## src/rtl/ffwq_pkg.sv

```systemverilog
// ---------------------------------------------------------------------------
// ffwq_pkg
// Shared codes, widths and controller/datapath command type for the
// first-fit waitlist queue.
// ---------------------------------------------------------------------------
package ffwq_pkg;

    localparam int DEF_QUEUE_DEPTH = 16;

    localparam int TYPE_W   = 2;
    localparam int KEY_W    = 32;
    localparam int SIZE_W   = 8;
    localparam int STATUS_W = 3;
    localparam int FILL_W   = 5;
    localparam int IN_W     = 48;
    localparam int OUT_W    = 48;

    localparam logic [TYPE_W-1:0] REQ_ADD   = 2'd0;
    localparam logic [TYPE_W-1:0] REQ_SEAT  = 2'd1;
    localparam logic [TYPE_W-1:0] REQ_CLEAR = 2'd2;
    localparam logic [TYPE_W-1:0] REQ_RSVD  = 2'd3;

    localparam logic [STATUS_W-1:0] ST_ADDED   = 3'd0;
    localparam logic [STATUS_W-1:0] ST_DUP     = 3'd1;
    localparam logic [STATUS_W-1:0] ST_FULL    = 3'd2;
    localparam logic [STATUS_W-1:0] ST_SEATED  = 3'd3;
    localparam logic [STATUS_W-1:0] ST_EMPTY   = 3'd4;
    localparam logic [STATUS_W-1:0] ST_NOFIT   = 3'd5;
    localparam logic [STATUS_W-1:0] ST_CLEARED = 3'd6;

    typedef struct packed {
        logic capture;  // latch request, register key match and fit vectors
        logic commit;   // update cells and load the result register
    } t_dp_cmd;

endpackage

```

## src/rtl/first_fit_waitlist_queue_core.sv

```systemverilog
// ---------------------------------------------------------------------------
// first_fit_waitlist_queue_core
// Ordered waitlist with unique keys: add, seat first fitting entry, clear.
// ---------------------------------------------------------------------------
// Each request beat but type 3 gives exactly one result beat (type 3 is
// taken and dropped). The accept cycle compares the key and capacity against
// every occupied cell in parallel and registers the match and fit vectors;
// the evaluate step then resolves the oldest fitting entry, compacts the
// cells and loads the result register. The block accepts its next request
// once that result is registered, even if it is still waiting downstream;
// a stalled result holds the evaluate step until the result register frees up.
module first_fit_waitlist_queue_core
    import ffwq_pkg::*;
#(
    parameter int QUEUE_DEPTH = DEF_QUEUE_DEPTH
)
(
    input  logic                i_clk,
    input  logic                i_rst_n,
    input  logic                s_axis_tvalid,
    output logic                s_axis_tready,
    // [31:0] entry_key, [39:32] entry_size, [47:40] capacity
    input  logic [IN_W-1:0]     s_axis_tdata,
    // [1:0] req_type
    input  logic [TYPE_W-1:0]   s_axis_tuser,
    output logic                m_axis_tvalid,
    input  logic                m_axis_tready,
    // [31:0] out_key, [39:32] out_size, [44:40] fill_count, [47:45] zero
    output logic [OUT_W-1:0]    m_axis_tdata,
    // [2:0] status
    output logic [STATUS_W-1:0] m_axis_tuser
);

    t_dp_cmd             cmd;
    logic [KEY_W-1:0]    out_key;
    logic [SIZE_W-1:0]   out_size;
    logic [FILL_W-1:0]   fill_count;

    ffwq_ctrl u_ctrl (
        .i_clk      (i_clk),
        .i_rst_n    (i_rst_n),
        .i_s_valid  (s_axis_tvalid),
        .o_s_ready  (s_axis_tready),
        .i_req_type (s_axis_tuser),
        .o_m_valid  (m_axis_tvalid),
        .i_m_ready  (m_axis_tready),
        .o_cmd      (cmd)
    );

    ffwq_dp #(
        .QUEUE_DEPTH (QUEUE_DEPTH)
    ) u_dp (
        .i_clk        (i_clk),
        .i_rst_n      (i_rst_n),
        .i_cmd        (cmd),
        .i_req_type   (s_axis_tuser),
        .i_entry_key  (s_axis_tdata[31:0]),
        .i_entry_size (s_axis_tdata[39:32]),
        .i_capacity   (s_axis_tdata[47:40]),
        .o_status     (m_axis_tuser),
        .o_out_key    (out_key),
        .o_out_size   (out_size),
        .o_fill_count (fill_count)
    );

    assign m_axis_tdata = {3'b000, fill_count, out_size, out_key};

endmodule

```

## src/rtl/ffwq_ctrl.sv

```systemverilog
// ---------------------------------------------------------------------------
// ffwq_ctrl
// Request sequencer: accepts one beat, runs the evaluate step, and owns the
// valid flag of the result register.
// ---------------------------------------------------------------------------
module ffwq_ctrl
    import ffwq_pkg::*;
(
    input  logic              i_clk,
    input  logic              i_rst_n,
    input  logic              i_s_valid,
    output logic              o_s_ready,
    input  logic [TYPE_W-1:0] i_req_type,
    output logic              o_m_valid,
    input  logic              i_m_ready,
    output t_dp_cmd           o_cmd
);

    localparam logic S_IDLE = 1'b0;
    localparam logic S_EVAL = 1'b1;

    logic r_state, n_state;
    logic r_out_valid, n_out_valid;
    logic accept;
    logic commit;

    assign o_s_ready = (r_state == S_IDLE);
    assign accept    = i_s_valid && o_s_ready;
    assign commit    = (r_state == S_EVAL) && (!r_out_valid || i_m_ready);

    always_comb begin
        n_state = r_state;
        case (r_state)
            S_IDLE: begin
                // drop the reserved request type without a result
                if (accept && (i_req_type != REQ_RSVD)) begin
                    n_state = S_EVAL;
                end
            end
            S_EVAL: begin
                if (commit) begin
                    n_state = S_IDLE;
                end
            end
            default: n_state = S_IDLE;
        endcase
    end

    always_comb begin
        n_out_valid = r_out_valid;
        if (commit) begin
            n_out_valid = 1'b1;
        end else if (i_m_ready) begin
            n_out_valid = 1'b0;
        end
    end

    always_ff @(posedge i_clk) begin
        if (!i_rst_n) begin
            r_state     <= S_IDLE;
            r_out_valid <= 1'b0;
        end else begin
            r_state     <= n_state;
            r_out_valid <= n_out_valid;
        end
    end

    assign o_m_valid     = r_out_valid;
    assign o_cmd.capture = accept;
    assign o_cmd.commit  = commit;

`ifndef SYNTHESIS
    a_commit_fills_out: assert property (@(posedge i_clk) disable iff (!i_rst_n)
        commit |=> r_out_valid)
        else $error("result register not loaded after commit");
    a_held_result: assert property (@(posedge i_clk) disable iff (!i_rst_n)
        (r_out_valid && !i_m_ready) |=> r_out_valid)
        else $error("pending result dropped");
    a_eval_after_accept: assert property (@(posedge i_clk) disable iff (!i_rst_n)
        (accept && (i_req_type != REQ_RSVD)) |=> (r_state == S_EVAL))
        else $error("accepted request not evaluated");
`endif

endmodule

```

## src/rtl/ffwq_dp.sv

```systemverilog
// ---------------------------------------------------------------------------
// ffwq_dp
// Queue datapath: a row of compacting cells, parallel key and fit compares,
// first-fit pick and removal, and the result register.
// ---------------------------------------------------------------------------
module ffwq_dp
    import ffwq_pkg::*;
#(
    parameter int QUEUE_DEPTH = DEF_QUEUE_DEPTH
)
(
    input  logic                i_clk,
    input  logic                i_rst_n,
    input  t_dp_cmd             i_cmd,
    input  logic [TYPE_W-1:0]   i_req_type,
    input  logic [KEY_W-1:0]    i_entry_key,
    input  logic [SIZE_W-1:0]   i_entry_size,
    input  logic [SIZE_W-1:0]   i_capacity,
    output logic [STATUS_W-1:0] o_status,
    output logic [KEY_W-1:0]    o_out_key,
    output logic [SIZE_W-1:0]   o_out_size,
    output logic [FILL_W-1:0]   o_fill_count
);

    localparam int CW = $clog2(QUEUE_DEPTH + 1);
    localparam logic [CW-1:0] FULL_COUNT = CW'(QUEUE_DEPTH);

    logic [KEY_W-1:0]       r_key  [QUEUE_DEPTH];
    logic [SIZE_W-1:0]      r_size [QUEUE_DEPTH];
    logic [CW-1:0]          r_count, n_count;

    logic [TYPE_W-1:0]      r_type;
    logic [KEY_W-1:0]       r_in_key;
    logic [SIZE_W-1:0]      r_in_size;
    logic                   r_dup;
    logic [QUEUE_DEPTH-1:0] r_fit;

    logic [QUEUE_DEPTH-1:0] match;
    logic [QUEUE_DEPTH-1:0] fit;
    logic [QUEUE_DEPTH-1:0] pick;
    logic [QUEUE_DEPTH-1:0] below;
    logic [KEY_W-1:0]       hit_key;
    logic [SIZE_W-1:0]      hit_size;
    logic                   do_add;
    logic                   do_seat;
    logic [STATUS_W-1:0]    n_status;

    logic [STATUS_W-1:0]    r_o_status;
    logic [KEY_W-1:0]       r_o_key;
    logic [SIZE_W-1:0]      r_o_size;
    logic [FILL_W-1:0]      r_o_fill;

    // compare the incoming request against every occupied cell
    always_comb begin
        for (int i = 0; i < QUEUE_DEPTH; i++) begin
            match[i] = (CW'(i) < r_count) && (r_key[i] == i_entry_key);
            fit[i]   = (CW'(i) < r_count) && (r_size[i] <= i_capacity);
        end
    end

    always_ff @(posedge i_clk) begin
        if (i_cmd.capture) begin
            r_type    <= i_req_type;
            r_in_key  <= i_entry_key;
            r_in_size <= i_entry_size;
            r_dup     <= |match;
            r_fit     <= fit;
        end
    end

    // oldest fitting entry, and the mask of cells in front of it
    assign pick  = r_fit & (~r_fit + QUEUE_DEPTH'(1));
    assign below = pick - QUEUE_DEPTH'(1);

    always_comb begin
        hit_key  = '0;
        hit_size = '0;
        for (int i = 0; i < QUEUE_DEPTH; i++) begin
            hit_key  = hit_key  | ({KEY_W{pick[i]}}  & r_key[i]);
            hit_size = hit_size | ({SIZE_W{pick[i]}} & r_size[i]);
        end
    end

    always_comb begin
        do_add   = 1'b0;
        do_seat  = 1'b0;
        n_count  = r_count;
        n_status = ST_CLEARED;
        case (r_type)
            REQ_ADD: begin
                if (r_dup) begin
                    n_status = ST_DUP;
                end else if (r_count == FULL_COUNT) begin
                    n_status = ST_FULL;
                end else begin
                    n_status = ST_ADDED;
                    do_add   = 1'b1;
                    n_count  = r_count + CW'(1);
                end
            end
            REQ_SEAT: begin
                if (r_count == '0) begin
                    n_status = ST_EMPTY;
                end else if (r_fit == '0) begin
                    n_status = ST_NOFIT;
                end else begin
                    n_status = ST_SEATED;
                    do_seat  = 1'b1;
                    n_count  = r_count - CW'(1);
                end
            end
            REQ_CLEAR: begin
                n_status = ST_CLEARED;
                n_count  = '0;
            end
            default: begin
                n_status = ST_CLEARED;
                n_count  = r_count;
            end
        endcase
    end

    always_ff @(posedge i_clk) begin
        if (!i_rst_n) begin
            r_count <= '0;
        end else if (i_cmd.commit) begin
            r_count <= n_count;
        end
    end

    // each cell takes the new entry, closes the gap behind the pick, or holds
    always_ff @(posedge i_clk) begin
        if (i_cmd.commit) begin
            for (int i = 0; i < QUEUE_DEPTH; i++) begin
                if (do_add && (CW'(i) == r_count)) begin
                    r_key[i]  <= r_in_key;
                    r_size[i] <= r_in_size;
                end else if (do_seat && !below[i] && (i < QUEUE_DEPTH - 1)) begin
                    r_key[i]  <= r_key[(i + 1) % QUEUE_DEPTH];
                    r_size[i] <= r_size[(i + 1) % QUEUE_DEPTH];
                end
            end
        end
    end

    always_ff @(posedge i_clk) begin
        if (i_cmd.commit) begin
            r_o_status <= n_status;
            r_o_key    <= do_seat ? hit_key : '0;
            r_o_size   <= do_seat ? hit_size : '0;
            r_o_fill   <= FILL_W'(n_count);
        end
    end

    assign o_status     = r_o_status;
    assign o_out_key    = r_o_key;
    assign o_out_size   = r_o_size;
    assign o_fill_count = r_o_fill;

`ifndef SYNTHESIS
    a_count_bound: assert property (@(posedge i_clk) disable iff (!i_rst_n)
        r_count <= FULL_COUNT)
        else $error("entry count above queue depth");
    a_cmd_exclusive: assert property (@(posedge i_clk) disable iff (!i_rst_n)
        !(i_cmd.capture && i_cmd.commit))
        else $error("capture and commit in the same cycle");
    a_seat_shrinks: assert property (@(posedge i_clk) disable iff (!i_rst_n)
        (i_cmd.commit && do_seat) |=> (r_count == $past(r_count) - CW'(1)))
        else $error("seat did not remove one entry");
    a_pick_onehot: assert property (@(posedge i_clk) disable iff (!i_rst_n)
        (i_cmd.commit && do_seat) |-> $onehot(pick))
        else $error("first-fit pick not one-hot");
`endif

endmodule
```

## config.mk

```make
export PLATFORM = sky130hd
export DESIGN_NAME = first_fit_waitlist_queue_core
export DESIGN_NICKNAME = d
export VERILOG_FILES = /design/src/rtl/ffwq_pkg.sv /design/src/rtl/first_fit_waitlist_queue_core.sv /design/src/rtl/ffwq_ctrl.sv /design/src/rtl/ffwq_dp.sv
export SDC_FILE = /design/constraint.sdc
export NUM_CORES = 2
export LEC_CHECK = 0
export BUFFER_PORTS_ARGS = -buffer_cell sky130_fd_sc_hd__buf_2
export CAP_MARGIN = 20
export CELL_PAD_IN_SITES_DETAIL_PLACEMENT = 0
export CELL_PAD_IN_SITES_GLOBAL_PLACEMENT = 1
export CORE_ASPECT_RATIO = 1.4
export CORE_MARGIN = 8
export CORE_UTILIZATION = 40
export DETAILED_ROUTE_END_ITERATION = 8
export PLACE_DENSITY_LB_ADDON = 0.3
export SKIP_LAST_GASP = 1
export SLEW_MARGIN = 10
export SYNTH_ARGS = -nofsm -noshare
export SYNTH_HDL_FRONTEND = slang
export SYNTH_HIERARCHICAL = 1
export SYNTH_SLANG_ARGS = --single-unit
```

## constraint.sdc

```tcl
create_clock -name i_clk -period 6.5 [get_ports i_clk]
set_input_delay 0.65 -clock i_clk [delete_from_list [all_inputs] [get_ports i_clk]]
set_output_delay 0.65 -clock i_clk [all_outputs]
set_load 0.02 [all_outputs]
```

### Yosys cells after proc, flatten, opt, wreduce, memory -nomap -nowiden

Memories as Yosys holds them, arrays and structs flattened.
Cells that the tools add are included.

| word-level totals | value |
|---|---|
| register bits after elaboration | 114 |
| latch bits | 0 |
| memory bits (writable) | 640 |
| ROM bits | 0 |
| bits of input ports | 54 |
| output and inout bits | 53 |
| logic and storage cells | 435 |
| memories | 2 |

| operators by class | value |
|---|---|
| $add $sub $neg | 4 |
| multipliers | 0 |
| div/mod/pow operators | 0 |
| magnitude comparators | 32 |
| equal/unequal tests | 35 |
| shifts and indexed selects | 0 |
| muxes and demuxes | 165 |
| bitwise gates (word level) | 95 |
| reductions and logical operators | 90 |

Memory list:

| memory | depth | bits a word | read ports | clocked after Yosys merged registers in | write ports | RTL line | RTL |
|---|---|---|---|---|---|---|---|
| u_dp.r_key | 16 | 32 | 16 | 0 | 15 | ffwq_dp.sv:28 | `logic [KEY_W-1:0] r_key [QUEUE_DEPTH];` |
| u_dp.r_size | 16 | 8 | 16 | 0 | 15 | ffwq_dp.sv:29 | `logic [SIZE_W-1:0] r_size [QUEUE_DEPTH];` |

Operators by type and width:

| kind | count |
|---|---|
| bitwise AND 32 bit | 16 |
| == test 32 bit | 16 |
| two-way mux 32 bit | 16 |
| OR 32 bit | 15 |
| bitwise AND 8 bit | 16 |
| <= comparator 8 bit | 16 |
| two-way mux 8 bit | 16 |
| two-way mux 1 bit | 120 |
| OR 8 bit | 15 |
| logical AND 1 bit | 66 |
| == test 4 x 5 -> 1 bit, first input constant | 8 |
| less-than comparator 4 x 5 -> 1 bit, first input constant | 8 |
| OR reduction 32 bit | 1 |
| OR 1 bit | 30 |
| == test 3 x 5 -> 1 bit, first input constant | 4 |
| less-than comparator 3 x 5 -> 1 bit, first input constant | 4 |
| two-way mux 5 bit | 4 |
| adder 16 x 1 -> 16 bit, second input constant | 1 |
| bitwise AND 16 bit | 1 |
| zero test 1 bit | 16 |
| zero test 16 bit | 1 |
| NOT 16 bit | 1 |
| OR reduction 16 bit | 1 |
| case mux 5 bit (3 select lines) | 1 |
| 22 further kinds | 28 |

### Depth between registers and ports, before layout

| depth | value |
|---|---|
| depth in word-level cells | 19 |
| gate-level depth with buffers | 10 |

### Modules after synthesis

Netlist, hierarchy kept.

Modules (own cells, without submodules):

| module | times used | cells each | area each (um2) |
|---|---|---|---|
| ffwq_dp | 1 | 3364 | 43669.4 |
| ffwq_ctrl | 1 | 12 | 110.1 |
| first_fit_waitlist_queue_core | 1 | 4 | 26.3 |

### Worst setup path after synthesis

OpenSTA, ideal clock, no wires.

| path | value |
|---|---|
| path kind | register to register |
| start | reg u_dp.r_count[0] |
| end | mem u_dp.r_key[13][0] (netlist: u_dp/r_key[1][160]) (enable) |
| setup time | 0.498 ns |
| data arrival time | 5.008 ns |
| path slack | 0.995 ns |
| cell stages (with the launch flop) | 8 |
| buffers on the path | 1 |
| cell sequence | dfxtp_1 clkbuf_1 inv_1 ha_1 nor4bb_1 nor4_1 nand4_1 o31ai_1 |

RTL lines:

| element | RTL line | RTL |
|---|---|---|
| start: declaration | ffwq_dp.sv:30 | `logic [CW-1:0] r_count, n_count;` |
| start signal: assignment | ffwq_dp.sv:127 | `r_count <= n_count;` |
| end: declaration | ffwq_dp.sv:28 |  |

==> results.json <==
{
  "seq_area_mm2": 0.0226,
  "cp_max_fo": 45,
  "report.final.slew_viol_count": 0,
  "antenna_found_initial": 12,
  "placed_area_mm2": 0.0459,
  "post-route-util_pct": 44.7,
  "die_h_um": 408,
  "vias_per_cell": 6.36,
  "yosysTopAreaCell": "edfxtp_1",
  "synth_top_cell_area_share_pct": 51.2,
  "synthTopCellsByArea": "edfxtp_1 51%, mux2_2 15%, xor2_1 9.5%",
  "criticalPathCategory": "reg2reg",
  "maxCapViolCount": 0,
  "max_freq_mhz": 209,
  "dp_hpwl_um": 123000,
  "slew_headroom_pct": 14.9,
  "drc": 0,
  "clkTransAtPathRegs_ns": 0.06,
  "numPortBuffers": 103,
  "grt_setup_unrepaired": "false",
  "synth_cell_type_count": 62,
  "met2WireLength_um": 84900,
  "area_growth_pct": 10.8,
  "drt-total-wl_um": 170000,
  "overflow": 0,
  "ys_warn_count": 6,
  "hold_path.class": "in2reg",
  "core_mm2": 0.109,
  "tightest_slew_ns": 1.27,
  "avgSynthCellArea_um2": 13.0,
  "wl_met3_um": 10500,
  "routedWlPerCell_um": 34.9,
  "cts_tree": "yes",
  "skew_ns": 0.0282,
  "p_leak_nw": 16.6,
  "stdcell_area_mm2": 0.0485,
  "top_layer": "met5",
  "start_kind": "register",
  "cts_buffer_depth": 3,
  "root_buffer": "clkbuf_16",
  "die-area_mm2": 0.121,
  "yosysSeqAreaShare_pct": 51.5,
  "peakVddDrop_v": 0.000199,
  "fin_crit_ns": 4.79,
  "ys_ff_latch": 754,
  "fin_setup_tns_ns": 0,
  "vias": 31100,
  "final_nets": 3556,
  "multiInputGateArea_mm2": 0.0204,
  "synth_area_mm2": 0.0438,
  "grt_pass1_wl_um": 236000,
  "layout-drive-gt1-share_pct": 26.6,
  "fill_cells": 10000,
  "die_width_um": 296,
  "powerDensity_mw_per_mm2": 238,
  "layout_common_cells": "747 x edfxtp_1, 567 x mux2_2, 475 x xor2_1",
  "start_util_pct": 40.3,
  "fin_crit_sh_pct": 73.7,
  "grt_util_all_layers_pct": 27.3,
  "synth_edf_count": 747,
  "mostFrequentLayoutCell": "edfxtp_1",
  "finalSetupViolCount": 0,
  "clk_latency_ns": 0.69,
  "wl_met1_um": 63100,
  "cts_setup_buffers": 0,
  "post_cts_resized": 0,
  "async_flop_share_pct": 0,
  "endpoint_kind": "register",
  "crit_arrival_ns": 4.97,
  "cts_hold_buf": 0,
  "syn_inst": 3380,
  "grt_max_degree": 76,
  "outcome": "finished, final reports clean",
  "ios": 107,
  "cts_sinks": 754,
  "cts-buffers-inserted": 80,
  "rows": 143,
  "dr.pass1.iters": 6,
  "gpl.final_weighted_congestion": 0.944,
  "h-tree-depth": 3,
  "critPathRequiredTime_ns": 6.68,
  "grt_pass1_vias": 30100,
  "drtAntennaViolNets": 0,
  "synth_ff_type": "edfxtp_1",
  "final_hold_viol_count": 0,
  "detail_route.iter0.violations": 3571
}
==> worst paths after layout <==
| kind | start | endpoint | slack (ns) | cells past startpoint |
|---|---|---|---|---|
| worst max-delay path | u_dp/r_fit[0] | u_dp/r_key[0][219] | 1.71 | 9 |
| worst min register to register | u_ctrl/r_state | u_ctrl/o_m_valid | 0.58 | 1 |
| worst min-delay path | s_axis_tdata[36] | u_dp/r_in_size[4] | 0.15 | 1 |
| worst max register to register | u_dp/r_fit[0] | u_dp/r_key[0][219] | 1.71 | 9 |
==> cells in the mapped netlist (3+ instances only) <==
cell / number
a2111oi_0: 4
a211oi_1: 42
a21boi_0: 3
a21o_1: 22
a21oi_1: 87
a222oi_1: 40
a22o_1: 78
a22oi_1: 128
a31oi_1: 3
a32o_1: 40
and3_1: 44
buf_1: 16
buf_2: 53
buf_4: 5
clkbuf_1: 204
dfxtp_1: 7
edfxtp_1: 747
ha_1: 133
inv_1: 28
mux2_1: 31
mux2_2: 567
nand2_1: 125
nand2b_1: 8
nand3_1: 40
nand3b_1: 12
nand4_1: 44
nor2_1: 27
nor2b_1: 20
nor3_1: 24
nor3b_1: 3
nor4_1: 131
nor4b_1: 3
o21a_1: 25
o21ai_0: 41
o21ai_1: 4
o221ai_1: 40
o31ai_1: 5
or2_2: 4
or3_1: 3
xnor2_1: 39
xor2_1: 475
==> where the power goes <==
group | switching, mW | internal (mW) | total (mW)
Clock | 2.07 | 2.54 | 4.61
Combinational | 0.855 | 0.484 | 1.34
Sequential | 0.171 | 5.45 | 5.62
Total | 3.10 | 8.47 | 11.6
==> kinds of logic after synthesis <==
| kind of cell | count (synthesis) | share of synthesized area, % |
|---|---|---|
| AOI/OAI and AO/OA | 577 | 10.0 |
| xor gates and xnor gates | 514 | 10.3 |
| adders and majority gates | 133 | 3.80 |
| buffers and inverters | 306 | 2.82 |
| DFF | 754 | 51.5 |
| muxes | 598 | 15.4 |
| other | 1 | 0.00856 |
| and+or+nand+nor | 497 | 6.19 |
==> sequential cells by signal, indices dropped and copies added (netlist names), 2 cells and up <==
signal	flops
u_dp/r_type	2
u_dp/r_size	128
u_dp/r_fit	16
u_dp/o_fill_count	5
u_dp/r_in_key	32
u_dp/o_out_key	32
u_dp/o_out_size	8
u_dp/o_status	3
u_dp/r_key	512
u_dp/r_in_size	8
u_dp/r_count	5
==> through the flow <==
step / setup slack [ns] / cells / hold slack, ns / total power, mW
4_1_cts: 1.75 / 4879 / 0.103 / 11.6
3_5_place_dp: 1.78 / 4733 / 0.570 / 7.03
6_report: 1.71 / 4885 / 0.147 / 11.6
2_1_floorplan: 0.995 / 3382 / 0.504 / 6.44
3_3_place_gp: 1.85 / 4730 / 0.564 / 7.01
5_1_grt: 1.47 / 4883 / 0.132 / 11.8
==> area by class of cell <==
type,count,area share (%)
diodes,2,0.0103
clock inverters,47,0.861
clock buffers,99,4.31
flip-flops and latches,754,46.5
well taps,1450,3.74
inverters,28,0.216
multi-input cells,2322,41.9
repair buffers,183,2.43
==> metal layers <==
layer / up-vias / track usage (%)
li1: 13100 / -
met1: 16000 / 32.3
met5: - / 0
met3: 411 / 3.36
met2: 1564 / 47.3
met4: 14 / 15.6
==> critical path, cell delays in order, from the launching register on <==
cell and delay (ns):
edfxtp_1 0.56, nor4_4 0.31, buf_4 0.51, nand2_1 0.50, o41ai_4 0.61, nor2_2 0.21
buf_8 0.22, o31ai_4 0.06, buf_4 0.51, nand2_2 0.73
Note: power is estimated with default switching activity, not from simulation.
